<file path="config.mk">
export PLATFORM = sky130hd
export DESIGN_NAME = ide_pio_sector_read_sequencer_flat
export DESIGN_NICKNAME = d
export VERILOG_FILES = /design/src/rtl/ipsr_pkg.sv /design/src/rtl/ipsr_if.sv /design/src/rtl/ipsr_cfg.sv /design/src/rtl/ide_pio_sector_read_sequencer.sv /design/src/flat_wrapper.sv
export VERILOG_INCLUDE_DIRS = /design/src /design/src/rtl
export SDC_FILE = /design/constraint.sdc
export NUM_CORES = 1
export LEC_CHECK = 0
export BUFFER_PORTS_ARGS = -buffer_cell sky130_fd_sc_hd__buf_2
export CAP_MARGIN = 20
export CORE_MARGIN = 10
export CORE_UTILIZATION = 45
export DETAILED_ROUTE_END_ITERATION = 12
export PLACE_DENSITY = 0.71
export RECOVER_POWER = 25
export SLEW_MARGIN = 30
export SYNTH_ARGS = -nofsm -noshare
export SYNTH_HDL_FRONTEND = slang
export SYNTH_SLANG_ARGS = --single-unit
</file>
<file path="constraint.sdc">
create_clock -name clk -period 3.69 [get_ports clk]
set_clock_uncertainty 0.2 [all_clocks]
set_input_delay 0.369 -clock clk [delete_from_list [all_inputs] [get_ports clk]]
set_output_delay 0.369 -clock clk [all_outputs]
set_load 0.02 [all_outputs]
</file>
<file path="src/rtl/ide_pio_sector_read_sequencer_assert.svh">
// Assertion macros shared by the sequencer RTL.
`ifndef IDE_PIO_SECTOR_READ_SEQUENCER_ASSERT_SVH
`define IDE_PIO_SECTOR_READ_SEQUENCER_ASSERT_SVH

`ifndef NO_ASSERTIONS
`define IPSR_ASSERT_IMP(lbl, clk, rst, ante, cons) \
  lbl: assert property (@(posedge clk) disable iff (rst) (ante) |-> (cons)) \
    else $error("assertion lbl failed");
`define IPSR_ASSERT_NXT(lbl, clk, rst, ante, cons) \
  lbl: assert property (@(posedge clk) disable iff (rst) (ante) |=> (cons)) \
    else $error("assertion lbl failed");
`else
`define IPSR_ASSERT_IMP(lbl, clk, rst, ante, cons)
`define IPSR_ASSERT_NXT(lbl, clk, rst, ante, cons)
`endif

`endif

</file>
<file path="src/rtl/ipsr_pkg.sv">
// Types and constants of the IDE PIO sector read sequencer.
package ipsr_pkg;

  localparam int WORDS_PER_SECTOR = 256;
  localparam int WORD_CNT_W = $clog2(WORDS_PER_SECTOR + 1);

  // Configuration register indexes.
  localparam int CFG_IDX_W = 2;
  localparam logic [CFG_IDX_W-1:0] CFG_POLL_LIMIT = 2'd0;
  localparam logic [CFG_IDX_W-1:0] CFG_RESET_HOLD = 2'd1;
  localparam logic [CFG_IDX_W-1:0] CFG_DEV_BASE   = 2'd2;

  localparam logic [7:0] RST_POLL_LIMIT = 8'd255;
  localparam logic [7:0] RST_RESET_HOLD = 8'd255;
  localparam logic [7:0] RST_DEV_BASE   = 8'hA0;

  // Input transaction kinds.
  localparam logic [1:0] KIND_TICK = 2'd0;
  localparam logic [1:0] KIND_READ = 2'd1;
  localparam logic [1:0] KIND_INIT = 2'd2;

  // Control line patterns: bits 2:0 address, 3 cs0, 4 cs1, 5 write, 6 read, 7 reset.
  localparam logic [7:0] CTRL_COUNT   = 8'h0A;
  localparam logic [7:0] CTRL_SECTOR  = 8'h0B;
  localparam logic [7:0] CTRL_CYL_LO  = 8'h0C;
  localparam logic [7:0] CTRL_CYL_HI  = 8'h0D;
  localparam logic [7:0] CTRL_HEADDEV = 8'h0E;
  localparam logic [7:0] CTRL_STATUS  = 8'h0F;
  localparam logic [7:0] CTRL_DATA    = 8'h08;
  localparam logic [7:0] LINE_WR      = 8'h20;
  localparam logic [7:0] LINE_RD      = 8'h40;
  localparam logic [7:0] LINE_RST     = 8'h80;

  localparam logic [7:0] CMD_READ_SECTOR = 8'h20;
  localparam logic [7:0] SECTOR_COUNT    = 8'h01;

  // Status bit masks and expected values.
  localparam logic [7:0] STAT_BSY_MASK = 8'h80;
  localparam logic [7:0] STAT_RDY_MASK = 8'hC0;
  localparam logic [7:0] STAT_RDY_OK   = 8'h40;
  localparam logic [7:0] STAT_DRQ_MASK = 8'h88;
  localparam logic [7:0] STAT_DRQ_OK   = 8'h08;
  localparam logic [7:0] STAT_ERR_MASK = 8'h01;

  // Completion codes.
  localparam logic [1:0] ST_OK        = 2'd0;
  localparam logic [1:0] ST_BUSY_TO   = 2'd1;
  localparam logic [1:0] ST_DRQ_TO    = 2'd2;
  localparam logic [1:0] ST_DRIVE_ERR = 2'd3;

  typedef struct packed {
    logic [7:0] poll_limit;
    logic [7:0] reset_hold_ticks;
    logic [7:0] device_select_base;
  } cfg_t;

  typedef struct packed {
    logic [7:0]  ctrl_lines;
    logic [7:0]  drive_data;
    logic        drive_enable;
    logic [15:0] word;
    logic        word_valid;
    logic        word_last;
    logic        busy_res;
    logic        done_res;
    logic [1:0]  status;
  } res_t;

endpackage

</file>
<file path="src/rtl/ipsr_if.sv">
// Channel interfaces of the IDE PIO sector read sequencer.
interface ipsr_in_if;
  logic       valid;
  logic       ready;
  logic [1:0] kind;
  logic [7:0] sector;
  logic [3:0] head;
  logic [7:0] cyl_low;
  logic [7:0] cyl_high;
  logic [7:0] bus_low;
  logic [7:0] bus_high;

  modport source(output valid, kind, sector, head, cyl_low, cyl_high, bus_low, bus_high,
                 input ready);
  modport sink(input valid, kind, sector, head, cyl_low, cyl_high, bus_low, bus_high,
               output ready);
endinterface

interface ipsr_out_if;
  logic        valid;
  logic        ready;
  logic [7:0]  ctrl_lines;
  logic [7:0]  drive_data;
  logic        drive_enable;
  logic [15:0] word;
  logic        word_valid;
  logic        word_last;
  logic        busy_res;
  logic        done_res;
  logic [1:0]  status;

  modport source(output valid, ctrl_lines, drive_data, drive_enable, word, word_valid,
                 word_last, busy_res, done_res, status, input ready);
  modport sink(input valid, ctrl_lines, drive_data, drive_enable, word, word_valid,
               word_last, busy_res, done_res, status, output ready);
endinterface

interface ipsr_cfg_if;
  logic       valid;
  logic       ready;
  logic [1:0] index;
  logic [7:0] data;

  modport source(output valid, index, data, input ready);
  modport sink(input valid, index, data, output ready);
endinterface

</file>
<file path="src/rtl/ipsr_cfg.sv">
// Configuration register bank of the sequencer.
module ipsr_cfg (
  input  logic            clk,
  input  logic            rst,
  ipsr_cfg_if.sink        cfg,
  output ipsr_pkg::cfg_t  regs
);

  assign cfg.ready = 1'b1;

  always_ff @(posedge clk) begin
    if (rst) begin
      regs.poll_limit         <= ipsr_pkg::RST_POLL_LIMIT;
      regs.reset_hold_ticks   <= ipsr_pkg::RST_RESET_HOLD;
      regs.device_select_base <= ipsr_pkg::RST_DEV_BASE;
    end else if (cfg.valid) begin
      case (cfg.index)
        ipsr_pkg::CFG_POLL_LIMIT: regs.poll_limit         <= cfg.data;
        ipsr_pkg::CFG_RESET_HOLD: regs.reset_hold_ticks   <= cfg.data;
        ipsr_pkg::CFG_DEV_BASE:   regs.device_select_base <= cfg.data;
        default: ;
      endcase
    end
  end

endmodule

</file>
<file path="src/rtl/ide_pio_sector_read_sequencer.sv">
// A result is registered: it appears in the cycle after its input transaction is accepted.
// Throughput: one transaction per cycle; the sequencer state and the result
// register update in the same cycle, so the only stall is a full result register.
// A sector read spans 30 + 4 * (ready polls + DRQ polls) + 2 * WORDS_PER_SECTOR transactions.
// Synchronous reset returns to idle and loads the register reset values.
`include "ide_pio_sector_read_sequencer_assert.svh"

module ide_pio_sector_read_sequencer (
  input logic        clk,
  input logic        rst,
  ipsr_in_if.sink    item,
  ipsr_out_if.source result,
  ipsr_cfg_if.sink   cfg
);

  typedef enum logic [3:0] {
    PH_IDLE, PH_INIT_HOLD, PH_INIT_SHD, PH_INIT_POLL, PH_RD_REGS, PH_RD_POLL_RDY,
    PH_RD_CMD, PH_RD_POLL_DRQ, PH_RD_DATA, PH_RD_ERRCHK, PH_END_OK, PH_END_BUSY_TO,
    PH_END_DRQ_TO, PH_END_DRIVE_ERR, PH_GO_CMD, PH_GO_DATA
  } phase_t;

  localparam int WCW = ipsr_pkg::WORD_CNT_W;

  ipsr_pkg::cfg_t regs;

  phase_t          phase, phase_next;
  logic [1:0]      strobe_step, strobe_next;
  logic [2:0]      register_index, register_index_next;
  logic [7:0]      poll_counter, poll_counter_next;
  logic [WCW-1:0]  word_counter, word_counter_next;
  logic [7:0]      sector_latch, sector_latch_next;
  logic [3:0]      head_latch, head_latch_next;
  logic [7:0]      cyl_low_latch, cyl_low_latch_next;
  logic [7:0]      cyl_high_latch, cyl_high_latch_next;

  ipsr_pkg::res_t  res, res_next;
  logic            res_valid;
  logic            accept;

  // Working values after a possible start in the idle phase.
  phase_t          ph_cur;
  logic [1:0]      st_cur;
  logic [2:0]      ri_cur;
  logic [7:0]      pc_cur;

  logic            do_write;
  logic [7:0]      wr_reg, wr_val;
  logic            wr_last;
  logic            do_poll, poll_ok;
  phase_t          poll_ok_ph, poll_fail_ph;
  logic [7:0]      poll_lim, poll_lim_eff, hold_eff;
  logic [8:0]      pc_inc;
  logic [WCW:0]    wc_inc;

  ipsr_cfg u_cfg (
    .clk  (clk),
    .rst  (rst),
    .cfg  (cfg),
    .regs (regs)
  );

  assign accept       = item.valid && item.ready;
  assign item.ready   = !res_valid || result.ready;

  always_comb begin
    phase_next          = phase;
    register_index_next = register_index;
    word_counter_next   = word_counter;
    sector_latch_next   = sector_latch;
    head_latch_next     = head_latch;
    cyl_low_latch_next  = cyl_low_latch;
    cyl_high_latch_next = cyl_high_latch;
    res_next            = '0;
    res_next.busy_res   = 1'b1;
    do_write            = 1'b0;
    wr_reg              = '0;
    wr_val              = '0;
    do_poll             = 1'b0;
    poll_ok             = 1'b0;
    poll_ok_ph          = PH_END_OK;
    poll_fail_ph        = PH_END_BUSY_TO;
    poll_lim            = regs.poll_limit;

    ph_cur = phase;
    st_cur = strobe_step;
    ri_cur = register_index;
    pc_cur = poll_counter;
    if (phase == PH_IDLE) begin
      if (item.kind == ipsr_pkg::KIND_READ) begin
        sector_latch_next   = item.sector;
        head_latch_next     = item.head;
        cyl_low_latch_next  = item.cyl_low;
        cyl_high_latch_next = item.cyl_high;
        ph_cur = PH_RD_REGS;
        ri_cur = '0;
        st_cur = '0;
      end else if (item.kind == ipsr_pkg::KIND_INIT) begin
        ph_cur = PH_INIT_HOLD;
        pc_cur = '0;
        st_cur = '0;
      end
    end
    phase_next          = ph_cur;
    strobe_next         = st_cur;
    register_index_next = ri_cur;
    poll_counter_next   = pc_cur;
    wr_last             = (st_cur == 2'd3);
    pc_inc              = {1'b0, pc_cur} + 9'd1;
    wc_inc              = {1'b0, word_counter} + {{WCW{1'b0}}, 1'b1};
    hold_eff            = (regs.reset_hold_ticks == '0) ? 8'd1 : regs.reset_hold_ticks;

    case (ph_cur)
      PH_INIT_HOLD: begin
        res_next.ctrl_lines = ipsr_pkg::LINE_RST;
        poll_counter_next   = pc_inc[7:0];
        if (pc_inc[7:0] >= hold_eff) begin
          phase_next        = PH_INIT_SHD;
          poll_counter_next = '0;
          strobe_next       = '0;
        end
      end
      PH_INIT_SHD: begin
        do_write = 1'b1;
        wr_reg   = ipsr_pkg::CTRL_HEADDEV;
        wr_val   = regs.device_select_base;
        if (wr_last) begin
          phase_next        = PH_INIT_POLL;
          poll_counter_next = '0;
        end
      end
      PH_INIT_POLL: begin
        do_poll      = 1'b1;
        poll_ok      = (item.bus_low & ipsr_pkg::STAT_BSY_MASK) == '0;
        poll_ok_ph   = PH_END_OK;
        poll_fail_ph = PH_END_BUSY_TO;
      end
      PH_RD_REGS: begin
        do_write = 1'b1;
        case (ri_cur)
          3'd0: begin
            wr_reg = ipsr_pkg::CTRL_SECTOR;
            wr_val = sector_latch_next;
          end
          3'd1: begin
            wr_reg = ipsr_pkg::CTRL_HEADDEV;
            wr_val = regs.device_select_base | {4'd0, head_latch_next};
          end
          3'd2: begin
            wr_reg = ipsr_pkg::CTRL_CYL_LO;
            wr_val = cyl_low_latch_next;
          end
          3'd3: begin
            wr_reg = ipsr_pkg::CTRL_CYL_HI;
            wr_val = cyl_high_latch_next;
          end
          default: begin
            wr_reg = ipsr_pkg::CTRL_COUNT;
            wr_val = ipsr_pkg::SECTOR_COUNT;
          end
        endcase
        if (wr_last) begin
          if (ri_cur >= 3'd4) begin
            phase_next          = PH_RD_POLL_RDY;
            poll_counter_next   = '0;
            register_index_next = '0;
          end else begin
            register_index_next = ri_cur + 3'd1;
          end
        end
      end
      PH_RD_POLL_RDY: begin
        do_poll      = 1'b1;
        poll_ok      = (item.bus_low & ipsr_pkg::STAT_RDY_MASK) == ipsr_pkg::STAT_RDY_OK;
        poll_ok_ph   = PH_GO_CMD;
        poll_fail_ph = PH_END_BUSY_TO;
      end
      PH_RD_CMD: begin
        do_write = 1'b1;
        wr_reg   = ipsr_pkg::CTRL_STATUS;
        wr_val   = ipsr_pkg::CMD_READ_SECTOR;
        if (wr_last) begin
          phase_next        = PH_RD_POLL_DRQ;
          poll_counter_next = '0;
        end
      end
      PH_RD_POLL_DRQ: begin
        do_poll      = 1'b1;
        poll_ok      = (item.bus_low & ipsr_pkg::STAT_DRQ_MASK) == ipsr_pkg::STAT_DRQ_OK;
        poll_ok_ph   = PH_GO_DATA;
        poll_fail_ph = PH_END_DRQ_TO;
      end
      PH_RD_DATA: begin
        case (st_cur)
          2'd0: begin
            res_next.ctrl_lines = ipsr_pkg::CTRL_DATA;
            strobe_next         = 2'd1;
          end
          2'd1: begin
            res_next.ctrl_lines = ipsr_pkg::CTRL_DATA | ipsr_pkg::LINE_RD;
            res_next.word       = {item.bus_high, item.bus_low};
            res_next.word_valid = 1'b1;
            if (wc_inc >= (WCW+1)'(ipsr_pkg::WORDS_PER_SECTOR)) begin
              res_next.word_last = 1'b1;
              strobe_next        = 2'd2;
            end else begin
              word_counter_next = wc_inc[WCW-1:0];
              strobe_next       = 2'd0;
            end
          end
          2'd2: begin
            res_next.ctrl_lines = ipsr_pkg::CTRL_DATA;
            strobe_next         = 2'd3;
          end
          default: begin
            strobe_next       = 2'd0;
            phase_next        = PH_RD_ERRCHK;
            poll_counter_next = '0;
          end
        endcase
      end
      PH_RD_ERRCHK: begin
        // A single status read decides the outcome: no retry.
        do_poll      = 1'b1;
        poll_ok      = (item.bus_low & ipsr_pkg::STAT_ERR_MASK) == '0;
        poll_ok_ph   = PH_END_OK;
        poll_fail_ph = PH_END_DRIVE_ERR;
        poll_lim     = 8'd1;
      end
      PH_END_OK, PH_END_BUSY_TO, PH_END_DRQ_TO, PH_END_DRIVE_ERR, PH_GO_CMD,
      PH_GO_DATA: begin
        // The status read that decided the branch still has strobe steps 2 and 3 to finish.
        if (st_cur == 2'd2) begin
          res_next.ctrl_lines = ipsr_pkg::CTRL_STATUS;
          strobe_next         = 2'd3;
        end else begin
          strobe_next = 2'd0;
          if (ph_cur == PH_GO_CMD) begin
            phase_next = PH_RD_CMD;
          end else if (ph_cur == PH_GO_DATA) begin
            phase_next        = PH_RD_DATA;
            word_counter_next = '0;
          end else begin
            case (ph_cur)
              PH_END_BUSY_TO:   res_next.status = ipsr_pkg::ST_BUSY_TO;
              PH_END_DRQ_TO:    res_next.status = ipsr_pkg::ST_DRQ_TO;
              PH_END_DRIVE_ERR: res_next.status = ipsr_pkg::ST_DRIVE_ERR;
              default:          res_next.status = ipsr_pkg::ST_OK;
            endcase
            res_next.busy_res = 1'b0;
            res_next.done_res = 1'b1;
            phase_next        = PH_IDLE;
          end
        end
      end
      default: begin
        phase_next        = PH_IDLE;
        res_next.busy_res = 1'b0;
      end
    endcase

    if (do_write) begin
      res_next.drive_enable = 1'b1;
      res_next.drive_data   = wr_val;
      case (st_cur)
        2'd1:    res_next.ctrl_lines = wr_reg | ipsr_pkg::LINE_WR;
        2'd3:    res_next.ctrl_lines = '0;
        default: res_next.ctrl_lines = wr_reg;
      endcase
      strobe_next = wr_last ? 2'd0 : st_cur + 2'd1;
    end

    poll_lim_eff = (poll_lim == '0) ? 8'd1 : poll_lim;
    if (do_poll) begin
      case (st_cur)
        2'd0: begin
          res_next.ctrl_lines = ipsr_pkg::CTRL_STATUS;
          strobe_next         = 2'd1;
        end
        2'd1: begin
          res_next.ctrl_lines = ipsr_pkg::CTRL_STATUS | ipsr_pkg::LINE_RD;
          strobe_next         = 2'd2;
          if (poll_ok) begin
            phase_next = poll_ok_ph;
          end else if (pc_inc >= {1'b0, poll_lim_eff}) begin
            phase_next = poll_fail_ph;
          end
        end
        2'd2: begin
          res_next.ctrl_lines = ipsr_pkg::CTRL_STATUS;
          strobe_next         = 2'd3;
        end
        default: begin
          res_next.ctrl_lines = '0;
          strobe_next         = 2'd0;
          poll_counter_next   = pc_inc[7:0];
        end
      endcase
    end
  end

  always_ff @(posedge clk) begin
    if (rst) begin
      phase          <= PH_IDLE;
      strobe_step    <= '0;
      register_index <= '0;
      poll_counter   <= '0;
      word_counter   <= '0;
      sector_latch   <= '0;
      head_latch     <= '0;
      cyl_low_latch  <= '0;
      cyl_high_latch <= '0;
      res_valid      <= 1'b0;
    end else if (accept) begin
      phase          <= phase_next;
      strobe_step    <= strobe_next;
      register_index <= register_index_next;
      poll_counter   <= poll_counter_next;
      word_counter   <= word_counter_next;
      sector_latch   <= sector_latch_next;
      head_latch     <= head_latch_next;
      cyl_low_latch  <= cyl_low_latch_next;
      cyl_high_latch <= cyl_high_latch_next;
      res_valid      <= 1'b1;
    end else if (result.ready) begin
      res_valid <= 1'b0;
    end
  end

  always_ff @(posedge clk) begin
    if (accept) begin
      res <= res_next;
    end
  end

  assign result.valid        = res_valid;
  assign result.ctrl_lines   = res.ctrl_lines;
  assign result.drive_data   = res.drive_data;
  assign result.drive_enable = res.drive_enable;
  assign result.word         = res.word;
  assign result.word_valid   = res.word_valid;
  assign result.word_last    = res.word_last;
  assign result.busy_res     = res.busy_res;
  assign result.done_res     = res.done_res;
  assign result.status       = res.status;

  `IPSR_ASSERT_IMP(a_done_not_busy, clk, rst, res_valid && res.done_res, !res.busy_res)
  `IPSR_ASSERT_IMP(a_status_on_done, clk, rst, res_valid && (res.status != ipsr_pkg::ST_OK),
                   res.done_res)
  `IPSR_ASSERT_NXT(a_word_strobe, clk, rst,
                   accept && (phase == PH_RD_DATA) && (strobe_step == 2'd1),
                   res_valid && res.word_valid)
  `IPSR_ASSERT_IMP(a_reg_index_range, clk, rst, 1'b1, register_index <= 3'd4)

endmodule
</file>
<file path="src/flat_wrapper.sv">
// flat-port wrapper written by rule: the top's interface ports become plain ports
module ide_pio_sector_read_sequencer_flat 
  (clk, rst, item_valid, item_kind, item_sector, item_head, item_cyl_low, item_cyl_high, item_bus_low, item_bus_high, item_ready, result_valid, result_ctrl_lines, result_drive_data, result_drive_enable, result_word, result_word_valid, result_word_last, result_busy_res, result_done_res, result_status, result_ready, cfg_valid, cfg_index, cfg_data, cfg_ready);
  ipsr_in_if item_i ();
  ipsr_out_if result_i ();
  ipsr_cfg_if cfg_i ();
  input logic clk;
  input logic rst;
  input wire logic [$bits(item_i.valid)-1:0] item_valid;
  input wire logic [$bits(item_i.kind)-1:0] item_kind;
  input wire logic [$bits(item_i.sector)-1:0] item_sector;
  input wire logic [$bits(item_i.head)-1:0] item_head;
  input wire logic [$bits(item_i.cyl_low)-1:0] item_cyl_low;
  input wire logic [$bits(item_i.cyl_high)-1:0] item_cyl_high;
  input wire logic [$bits(item_i.bus_low)-1:0] item_bus_low;
  input wire logic [$bits(item_i.bus_high)-1:0] item_bus_high;
  output wire logic [$bits(item_i.ready)-1:0] item_ready;
  output wire logic [$bits(result_i.valid)-1:0] result_valid;
  output wire logic [$bits(result_i.ctrl_lines)-1:0] result_ctrl_lines;
  output wire logic [$bits(result_i.drive_data)-1:0] result_drive_data;
  output wire logic [$bits(result_i.drive_enable)-1:0] result_drive_enable;
  output wire logic [$bits(result_i.word)-1:0] result_word;
  output wire logic [$bits(result_i.word_valid)-1:0] result_word_valid;
  output wire logic [$bits(result_i.word_last)-1:0] result_word_last;
  output wire logic [$bits(result_i.busy_res)-1:0] result_busy_res;
  output wire logic [$bits(result_i.done_res)-1:0] result_done_res;
  output wire logic [$bits(result_i.status)-1:0] result_status;
  input wire logic [$bits(result_i.ready)-1:0] result_ready;
  input wire logic [$bits(cfg_i.valid)-1:0] cfg_valid;
  input wire logic [$bits(cfg_i.index)-1:0] cfg_index;
  input wire logic [$bits(cfg_i.data)-1:0] cfg_data;
  output wire logic [$bits(cfg_i.ready)-1:0] cfg_ready;
  assign item_i.valid = item_valid;
  assign item_i.kind = item_kind;
  assign item_i.sector = item_sector;
  assign item_i.head = item_head;
  assign item_i.cyl_low = item_cyl_low;
  assign item_i.cyl_high = item_cyl_high;
  assign item_i.bus_low = item_bus_low;
  assign item_i.bus_high = item_bus_high;
  assign item_ready = item_i.ready;
  assign result_valid = result_i.valid;
  assign result_ctrl_lines = result_i.ctrl_lines;
  assign result_drive_data = result_i.drive_data;
  assign result_drive_enable = result_i.drive_enable;
  assign result_word = result_i.word;
  assign result_word_valid = result_i.word_valid;
  assign result_word_last = result_i.word_last;
  assign result_busy_res = result_i.busy_res;
  assign result_done_res = result_i.done_res;
  assign result_status = result_i.status;
  assign result_i.ready = result_ready;
  assign cfg_i.valid = cfg_valid;
  assign cfg_i.index = cfg_index;
  assign cfg_i.data = cfg_data;
  assign cfg_ready = cfg_i.ready;
  ide_pio_sector_read_sequencer u_core (.clk(clk), .rst(rst), .item(item_i), .result(result_i), .cfg(cfg_i));
endmodule
</file>
---- After elaboration in Yosys (flattened, before gate mapping) ----
Index checks and enable logic that the tools add are counted.
storage, ports and cells
  register bits ........................... 118
  word-level logic and storage cells ...... 178
  input bits .............................. 61
operators by class
  $lt $le $gt $ge ......................... 4
  equal/unequal tests ..................... 32
  add/subtract/negate cells ............... 4
  mux-type cells .......................... 87
  reductions and logical operators ........ 27
  bitwise logic cells ..................... 2
operators by type and width
  cell                  count
  $mux 8                20
  $mux 4                22
  $pmux 8 s3            3
  $pmux 8 s4            2
  $mux 9                5
  $eq 4x4->1 const B    8
  $logic_not 8->1       4
  $pmux 4 s7            1
  $pmux 7 s2            2
  $pmux 2 s3            4
  $mux 2                10
  $pmux 9 s2            1
  $mux 17               1
  $eq 4x3->1 const B    4
  $pmux 8 s2            1
  $mux 3                5
  $pmux 3 s2            2
  $pmux 3 s4            1
  $add 9x1->10 const B  1
  $eq 2x1->1 const B    5
  $ge 10x9->1 const B   1
  $add 8x1->9 const B   1
  $ge 9x8->1            1
  $reduce_or 3->1       3
  other kinds (29)      48

---- Depth between registers and ports, before layout ----
Gate-level depths: netlist of run 1.
  depth in word-level cells ............... 13
  gate-level depth with buffers ........... 14
  depth with buffers taken out ............ 11

---- Modules after synthesis ----
A second synthesis of run 1 with hierarchy kept.
second synthesis, totals
  cells, all modules ...................... 757
  area, all modules ....................... 6,448.7 µm²
modules (own cells, without submodules)
  module                         cells an instance  area an instance (µm²)  seq. area each (µm²)  times used
  ide_pio_sector_read_sequencer  659                5,467.7                 2,242.2               1
  ipsr_cfg                       98                 980.9                   480.5                 1

---- Worst setup path after synthesis of run 1 ----
No wires, ideal clock.
  path kind ............................... input -> register
  start point ............................. input result_ready
  end point ............................... register u_core.cyl_high_latch[3]
  buffers on the path ..................... 3
  data arrival time ....................... 3.134 ns
  slack ................................... 0.224 ns
  cell stages on the path ................. 9
  data required time ...................... 3.358 ns
  setup time .............................. 0.132 ns
  path through ............................ nand2b_1 -> nand2_1 -> clkbuf_1 -> inv_1 -> clkbuf_1 -> nand2_1 -> clkbuf_1 -> nand2_1 -> a21oi_1
on the way
  word-level cells in the longest chain between the ends .. 2
RTL lines
  item                  RTL line                              RTL
  start, declared       flat_wrapper.sv:28                    input wire logic [$bits(result_i.ready)-1:0] result_ready;
  $logic_or 1x1->1      ide_pio_sector_read_sequencer.sv:63   assign item.ready = !res_valid || result.ready;
  $logic_and 1x1->1     ide_pio_sector_read_sequencer.sv:62   assign accept = item.valid && item.ready;
  net u_core.accept     ide_pio_sector_read_sequencer.sv:38   logic accept;
  end signal, assigned  ide_pio_sector_read_sequencer.sv:322  cyl_high_latch <= cyl_high_latch_next;
  end, declared         ide_pio_sector_read_sequencer.sv:34   logic [7:0] cyl_high_latch, cyl_high_latch_next;
The timed path passes the listed nets, and every way through them passes these cells.
A chain may end at the register's enable or synchronous reset.

---- Worst setup path after layout of run 1 ----
  start point ............................. register u_core.phase[0]
  end point ............................... register u_core.phase[0]
on the way
  word-level cells in the longest chain between the ends .. 12
RTL lines
  item                                                                  RTL line                              RTL
  start, declared                                                       ide_pio_sector_read_sequencer.sv:26   phase_t phase, phase_next;
  start signal, assigned                                                ide_pio_sector_read_sequencer.sv:314  phase <= phase_next;
  parallel branches: the longest is 11 deep, another holds $add 8x1->9  n/a
  $mux 4 (*)                                                            ide_pio_sector_read_sequencer.sv:273  if (do_poll) begin
Mark *: on every way between the ends.

==> impl_metrics.yaml, run 1 <==
status:
  status: "complete, but fails checks"
  violations: "max-capacitance violations, max-slew violations"
min_path:
  holdCritPathClass: "in2reg"
  hold_start: "item_cyl_low[5]"
final_layout:
  area_delta_synth_final_pct: 23.4
  final_common_cell: "nand2_1"
  n_fill_cell: 1278
  nNetsFinal: 931
  fin_util_pct: 56.2
  layout_common_cells: "nand2_1, dfxtp_1, buf_2"
  drive_gt1_share_pct: 14.4
  diodes: 0
synthesis:
  synth_seq_area_share_pct: 43.4
  async_flop_share_pct: 0
  ys_seq_elements: 117
  syn_area_per_cell_um2: 8.54
  synth_edf_count: 38
  syn-cell-area_um2: 6270
  synthCells: 734
  syn-num-nets: 818
  synth-main-ff-cell: "dfxtp_1"
  ys_types: 69
  yosys_warnings: 0
detailed_routing:
  wl_per_cell_um: 16.4
  ant_nets: 0
  route.detailed.drc: 0
  firstDrtPassIters: 6
  vias: 5749
  drt_iter0_drc: 555
  via_per_inst: 5.53
  routed_wl_um: 17100
timing:
  fin_ws_ns: 0.282
  finalSetupTns_ns: 0
  holdWs_ns: 0.0128
  fmax_mhz: 293
  finalSetupViolations: 0
  finalCriticalPeriod_ns: 3.41
  slew_headroom_pct: -41.8
  finalHoldViolations: 0
  drv_slew: 44
  worst_slew_pin_slew_ns: 2.13
  min_period_over_period_pct: 92.4
  rsz0062_at_grt: "false"
clock_tree:
  htreeDepth: 4
  clock_sinks: 117
  cts_buffers: 17
  clk_pin_slew_ns: 0.06
  cts.path.max_buffers: 2
  clock_latency_ns: 0.42
  cts_tree: "done"
  cts_root_buffer: "clkbuf_16"
place:
  portBuffers: 100
  dp_worst_setup_slack_ns: 0.288
  dp_hpwl_um: 11900
  gp_congestion: 0.918
critical_path:
  worstPathArrival_ns: 3.53
  path_max_fanout: 9
  path_class: "reg2reg"
  slowest_stage: "or4_4"
  path_buf_inv: 1
  start_kind: "register"
  cp-startpoint: "u_core.phase[0]"
  cp.required_ns: 3.81
  critPathTopFamily: "simple AND/OR/NAND/NOR gates"
  r2r_start: "u_core.phase[0]"
  slowest_delay_ns: 0.54
  crit_chain: "nor4_2 -> and2_4 -> or4_4 -> inv_1 -> ha_1 -> and3_1 -> a221oi_1 -> o21a_1 -> a21oi_1 -> or3_1 -> a221oi_1"
  end_kind: "register"
  cpMostUsedCell: "a221oi_1"
die:
  die_h_um: 138
  start_util_pct: 45.5
  die_w_um: 138
  core_um2: 13800
  fp-row-count: 43
  pin_count: 103
  die_area_um2: 19100
power_and_ir_drop:
  p_leak_nw: 3.27
  power_density_nw_per_um2: 467
  ir_drop_mv: 0.308
grt:
  use_met3_pct: 4.21
  grt.overflow.total: 0
  grt_max_degree: 49
  grt_pass1_wl_um: 27600
  grt_pass1_vias: 5459
  met2_usage_pct: 26.0
  top_usage_layer: "met2"
  grtUsageMet1_pct: 22.9
  groute.usage.overall_pct: 17.1
  antenna_found_initial: 0
run:
  max-cap-violations: 1
[synthesized netlist by cell type, types with 3 or more instances]
cell type  count  area, um2
nand2_1      157        589
dfxtp_1       79       1580
a21oi_1       53        265
nor2_1        44        165
edfxtp_1      38       1140
o21ai_0       36        180
clkbuf_1      35        131
nand3b_1      27        203
inv_1         25       93.8
ha_1          23        288
and3_1        22        138
a21boi_0      17        128
mux2i_1       17        170
nand3_1       14       70.1
nor3_1        10       50.1
nor4_1         7       43.8
o211ai_1       7       52.6
o21a_1         7       52.6
a22o_1         6       52.6
a222oi_1       5       50.1
buf_2          5       25.0
nor2b_1        5       31.3
nor3b_1        5       37.5
or3_1          5       31.3
xnor2_1        5       43.8
a21o_1         4       30.0
and2_1         4       25.0
mux2_2         4       45.0
o31ai_1        4       30.0
xor2_1         4       35.0
a32oi_1        3       26.3
and4_1         3       26.3
nand2b_1       3       18.8
o2111ai_1      3       26.3
[layer usage]
layer / share of wire [%] / vias to the layer above
li1: - / 2834
met1: 47 / 2700
met2: 45 / 192
met3: 6.0 / 23
met4: 1.5 / 0
met5: 0 / -
[worst register-to-register path, stage by stage, from the launching register on]
cell and delay, ns:
dfxtp_1 0.49, nor4_2 0.14, and2_4 0.21, or4_4 0.54, inv_1 0.09, ha_1 0.24
and3_1 0.18, a221oi_1 0.30, o21a_1 0.21, a21oi_1 0.12, or3_1 0.32, a221oi_1 0.27
[metrics by stage]
step	cells	power (W)	instance area, um2
2_1_floorplan	734	0.00174	6270
4_1_cts	1040	0.00363	7780
3_3_place_gp	986	0.00188	6930
3_5_place_dp	986	0.00189	6930
5_1_grt	1040	0.00374	7740
6_report	1040	0.00361	7740
[where the power goes]
group / internal (W) / switching [W]
Sequential: 0.00139 / 0.0000388
Combinational: 0.000171 / 0.000284
Clock: 0.00110 / 0.000624
Total: 0.00266 / 0.000948
[worst paths after layout]
kind,slack (ns),cells after the start,endpoint
worst max register to register,0.28,11,u_core.phase[0]
worst max-delay path,0.28,11,u_core.phase[0]
worst min register to register,0.25,2,u_core.cyl_high_latch[0]
worst min-delay path,0.01,3,u_core.cyl_low_latch[5]
[cell type report]
cell class	instances	area [um2]	share of cell area, %
timing repair buffer	139	793	10.3
clock inverter	12	135	1.75
sequential	117	2720	35.2
tap	180	225	2.91
inverter	25	93.8	1.21
clock buffer	20	489	6.32
multi-input combinational	547	3280	42.4
[cells by family after synthesis]
family | synth area share (%)
buffers and inverters | 4.53
AOI/OAI and AO/OA | 17.5
DFF | 43.4
and+or+nand+nor | 25.0
xor gates and xnor gates | 1.26
adders and majority gates | 4.77
muxes | 3.43
other | 0.120
[state kept, by name, summed over array words and instances (netlist names)]
register                    cells
u_core.result.ctrl_lines        7
u_core.result.busy_res          1
u_core.cyl_low_latch            8
u_core.phase                    4
u_core.head_latch               4
u_core.sector_latch             8
u_core.result.word_valid        1
u_core.cyl_high_latch           8
u_core.result.valid             1
u_core.register_index           3
u_core.u_cfg.regs              24
u_core.result.drive_data        8
u_core.result.word             16
u_core.poll_counter             8
u_core.strobe_step              2
u_core.result.drive_enable      1
u_core.result.done_res          1
u_core.result.status            2
u_core.result.word_last         1
u_core.word_counter             9
[what timing repair did]
action                                 CTS  global route
resized for setup                        0             1
setup buffers                            0             0
hold buffers                            22             0
endpoints found under the hold margin   24             0
setup endpoints to repair                0             1
Note: power is estimated with default switching activity, not from simulation.
==> inputs of run 2 (changes only) <==
--- a/config.mk
+++ b/config.mk
@@ -9,9 +9,9 @@
 export BUFFER_PORTS_ARGS = -buffer_cell sky130_fd_sc_hd__buf_2
 export CAP_MARGIN = 20
 export CORE_MARGIN = 10
-export CORE_UTILIZATION = 45
+export CORE_UTILIZATION = 53
 export DETAILED_ROUTE_END_ITERATION = 12
-export PLACE_DENSITY = 0.71
+export PLACE_DENSITY = 0.81
 export RECOVER_POWER = 25
 export SLEW_MARGIN = 30
 export SYNTH_ARGS = -nofsm -noshare
==> run 2 against run 1 <==
The run now ends clean. Non-clock buffer count down 7. Clock power down 7%. Sequential power about the same. Largest power group unchanged. Highest routed layer unchanged.
==> impl_metrics.yaml, run 2 (synthesis gave the netlist of run 1 again) <==
detailed_routing:
  firstDrtPassIters: 6
  ant_nets: 0
  route.detailed.drc: 0
  vias: 5907
  drt_iter0_drc: 551
  wl_per_cell_um: 17.6
  routed_wl_um: 17600
  via_per_inst: 5.92
final_layout:
  area_delta_synth_final_pct: 20.9
  nNetsFinal: 924
  drive_gt1_share_pct: 16.3
  stdcell_count: 997
  largest_reg_flops: 24
  layout_common_cells: "nand2_1, dfxtp_1, buf_2"
  regMostFlops: "u_core.u_cfg.regs"
  fin_util_pct: 65.8
  final_common_cell: "nand2_1"
die:
  die_h_um: 129
  start_util_pct: 54.4
  core_um2: 11500
  die_w_um: 129
  die_area_um2: 16600
  fp-row-count: 39
  pin_count: 103
timing:
  fin_ws_ns: 0.242
  finalCriticalPeriod_ns: 3.45
  worst_slew_pin_slew_ns: 0.954
  finalHoldViolations: 0
  fmax_mhz: 290
  finalSetupViolations: 0
  drv_slew: 0
  rsz0062_at_grt: "false"
  finalSetupTns_ns: 0
  min_period_over_period_pct: 93.4
  slew_headroom_pct: 36.3
clock_tree:
  clock_latency_ns: 0.42
  clk_pin_slew_ns: 0.06
  cts_buffers: 17
  cts.path.max_buffers: 2
  cts_resized: 0
  cts_root_buffer: "clkbuf_16"
  clock_sinks: 117
  cts_tree: "done"
  htreeDepth: 4
critical_path:
  r2r_end: "u_core.word_counter[6]"
  rr_worst_depth: 10
  critPathTopFamily: "simple AND/OR/NAND/NOR gates"
  cp.required_ns: 3.83
  reg2reg_slack_ns: 0.24
  slowest_delay_ns: 0.61
  r2r_start: "u_core.phase[3]"
  path_max_fanout: 17
  start_kind: "register"
  slowest_stage: "or4_1"
  path_class: "reg2reg"
  worstPathArrival_ns: 3.59
  crit_chain: "or4_1 -> o21ai_0 -> inv_1 -> ha_1 -> inv_1 -> nand2_1 -> nor3b_1 -> a31oi_2 -> or4_1 -> a21boi_0"
  end_kind: "register"
  path_buf_inv: 2
place:
  portBuffers: 100
  place_inst: 950
  dp_worst_setup_slack_ns: 0.214
  gp_congestion: 0.893
  dp_hpwl_um: 12300
grt:
  antenna_found_initial: 0
  groute.usage.overall_pct: 20.4
  grt.overflow.total: 0
  grt_max_degree: 43
  grt_pass1_vias: 5667
  grt_pass1_wl_um: 28000
power_and_ir_drop:
  p_int_w: 0.00250
  pwr-share-clk_pct: 45.9
  power_density_nw_per_um2: 459
  p_seq_share_pct: 41.0
  ir_drop_mv: 0.270
  switchingPower_w: 0.000978
  combPwrFrac_pct: 13.1
  p_leak_nw: 3.26
  switching_share_pct: 28.1
min_path:
  hold_start: "item_cyl_low[4]"
  hold_depth: 3
  holdCritPathClass: "in2reg"
  hold-path-endpoint: "u_core.cyl_low_latch[4]"
status:
  status: "finished clean"
run:
  max-cap-violations: 0
-- run 2: how the worst max path moves through the flow --
stage / start / to / slack (ns) / cells past startpoint
finish: u_core.phase[3] / u_core.word_counter[6] / 0.24 / 10
global route: u_core.phase[3] / u_core.word_counter[6] / 0.04 / 10
CTS: u_core.phase[3] / u_core.word_counter[6] / 0.25 / 10
detailed placement: item_kind[0] / u_core.phase[0] / 0.21 / 12
global placement: item_kind[0] / u_core.phase[0] / 0.33 / 12
floorplan: result_ready / u_core.cyl_high_latch[3] / 0.22 / 9
-- run 2: per-layer routing --
| layer | vias to the layer above | GRT usage [%] | wire length [um] |
|---|---|---|---|
| li1 | 2815 | - | - |
| met4 | 0 | 8.76 | 393 |
| met2 | 282 | 32.0 | 7930 |
| met3 | 36 | 5.30 | 1600 |
| met5 | - | 0 | 0 |
| met1 | 2774 | 26.2 | 7650 |
-- run 2: power groups by stage --
stage	combinational, W	sequential [W]	clock, W
detailed placement	0.000440	0.00145	0
finish	0.000456	0.00143	0.00160
CTS	0.000456	0.00142	0.00160
global placement	0.000427	0.00145	0
floorplan	0.000254	0.00148	0
global route	0.000500	0.00143	0.00166
-- run 2: area by class of cell --
| type | instances | area, um2 |
|---|---|---|
| Tap cell | 143 | 179 |
| Inverter | 25 | 93.8 |
| Sequential cell | 117 | 2720 |
| Clock inverter | 15 | 145 |
| Fill cell | 917 | 3940 |
| Multi-Input combinational cell | 547 | 3270 |
| Antenna cell | 1 | 2.50 |
| Timing Repair Buffer | 132 | 738 |
| Clock buffer | 17 | 425 |
-- run 2: metrics by stage --
stage	cell area [um2]	hold WS (ns)	total power, W
final	7580	0.00773	0.00348
after global routing	7580	0.00506	0.00359
after CTS	7610	0.000527	0.00348
after detailed placement	6900	0.249	0.00189
after global placement	6900	0.240	0.00188
after floorplan	6270	0.232	0.00174
-- run 2: repair_timing --
item | in CTS | in global routing
buffers inserted | 0 | 0
endpoints found under the setup margin | 0 | 0
hold endpoints to repair | 14 | 0
hold buffers | 14 | 0
-- run 2: worst min-delay path, delay by kind of cell --
| family | cells | cell delay, ns |
|---|---|---|
| AO/OA/AOI/OAI | 1 | 0.05 |
| AND/OR/NAND/NOR | 1 | 0.05 |
| buffers and inverters | 1 | 0.11 |
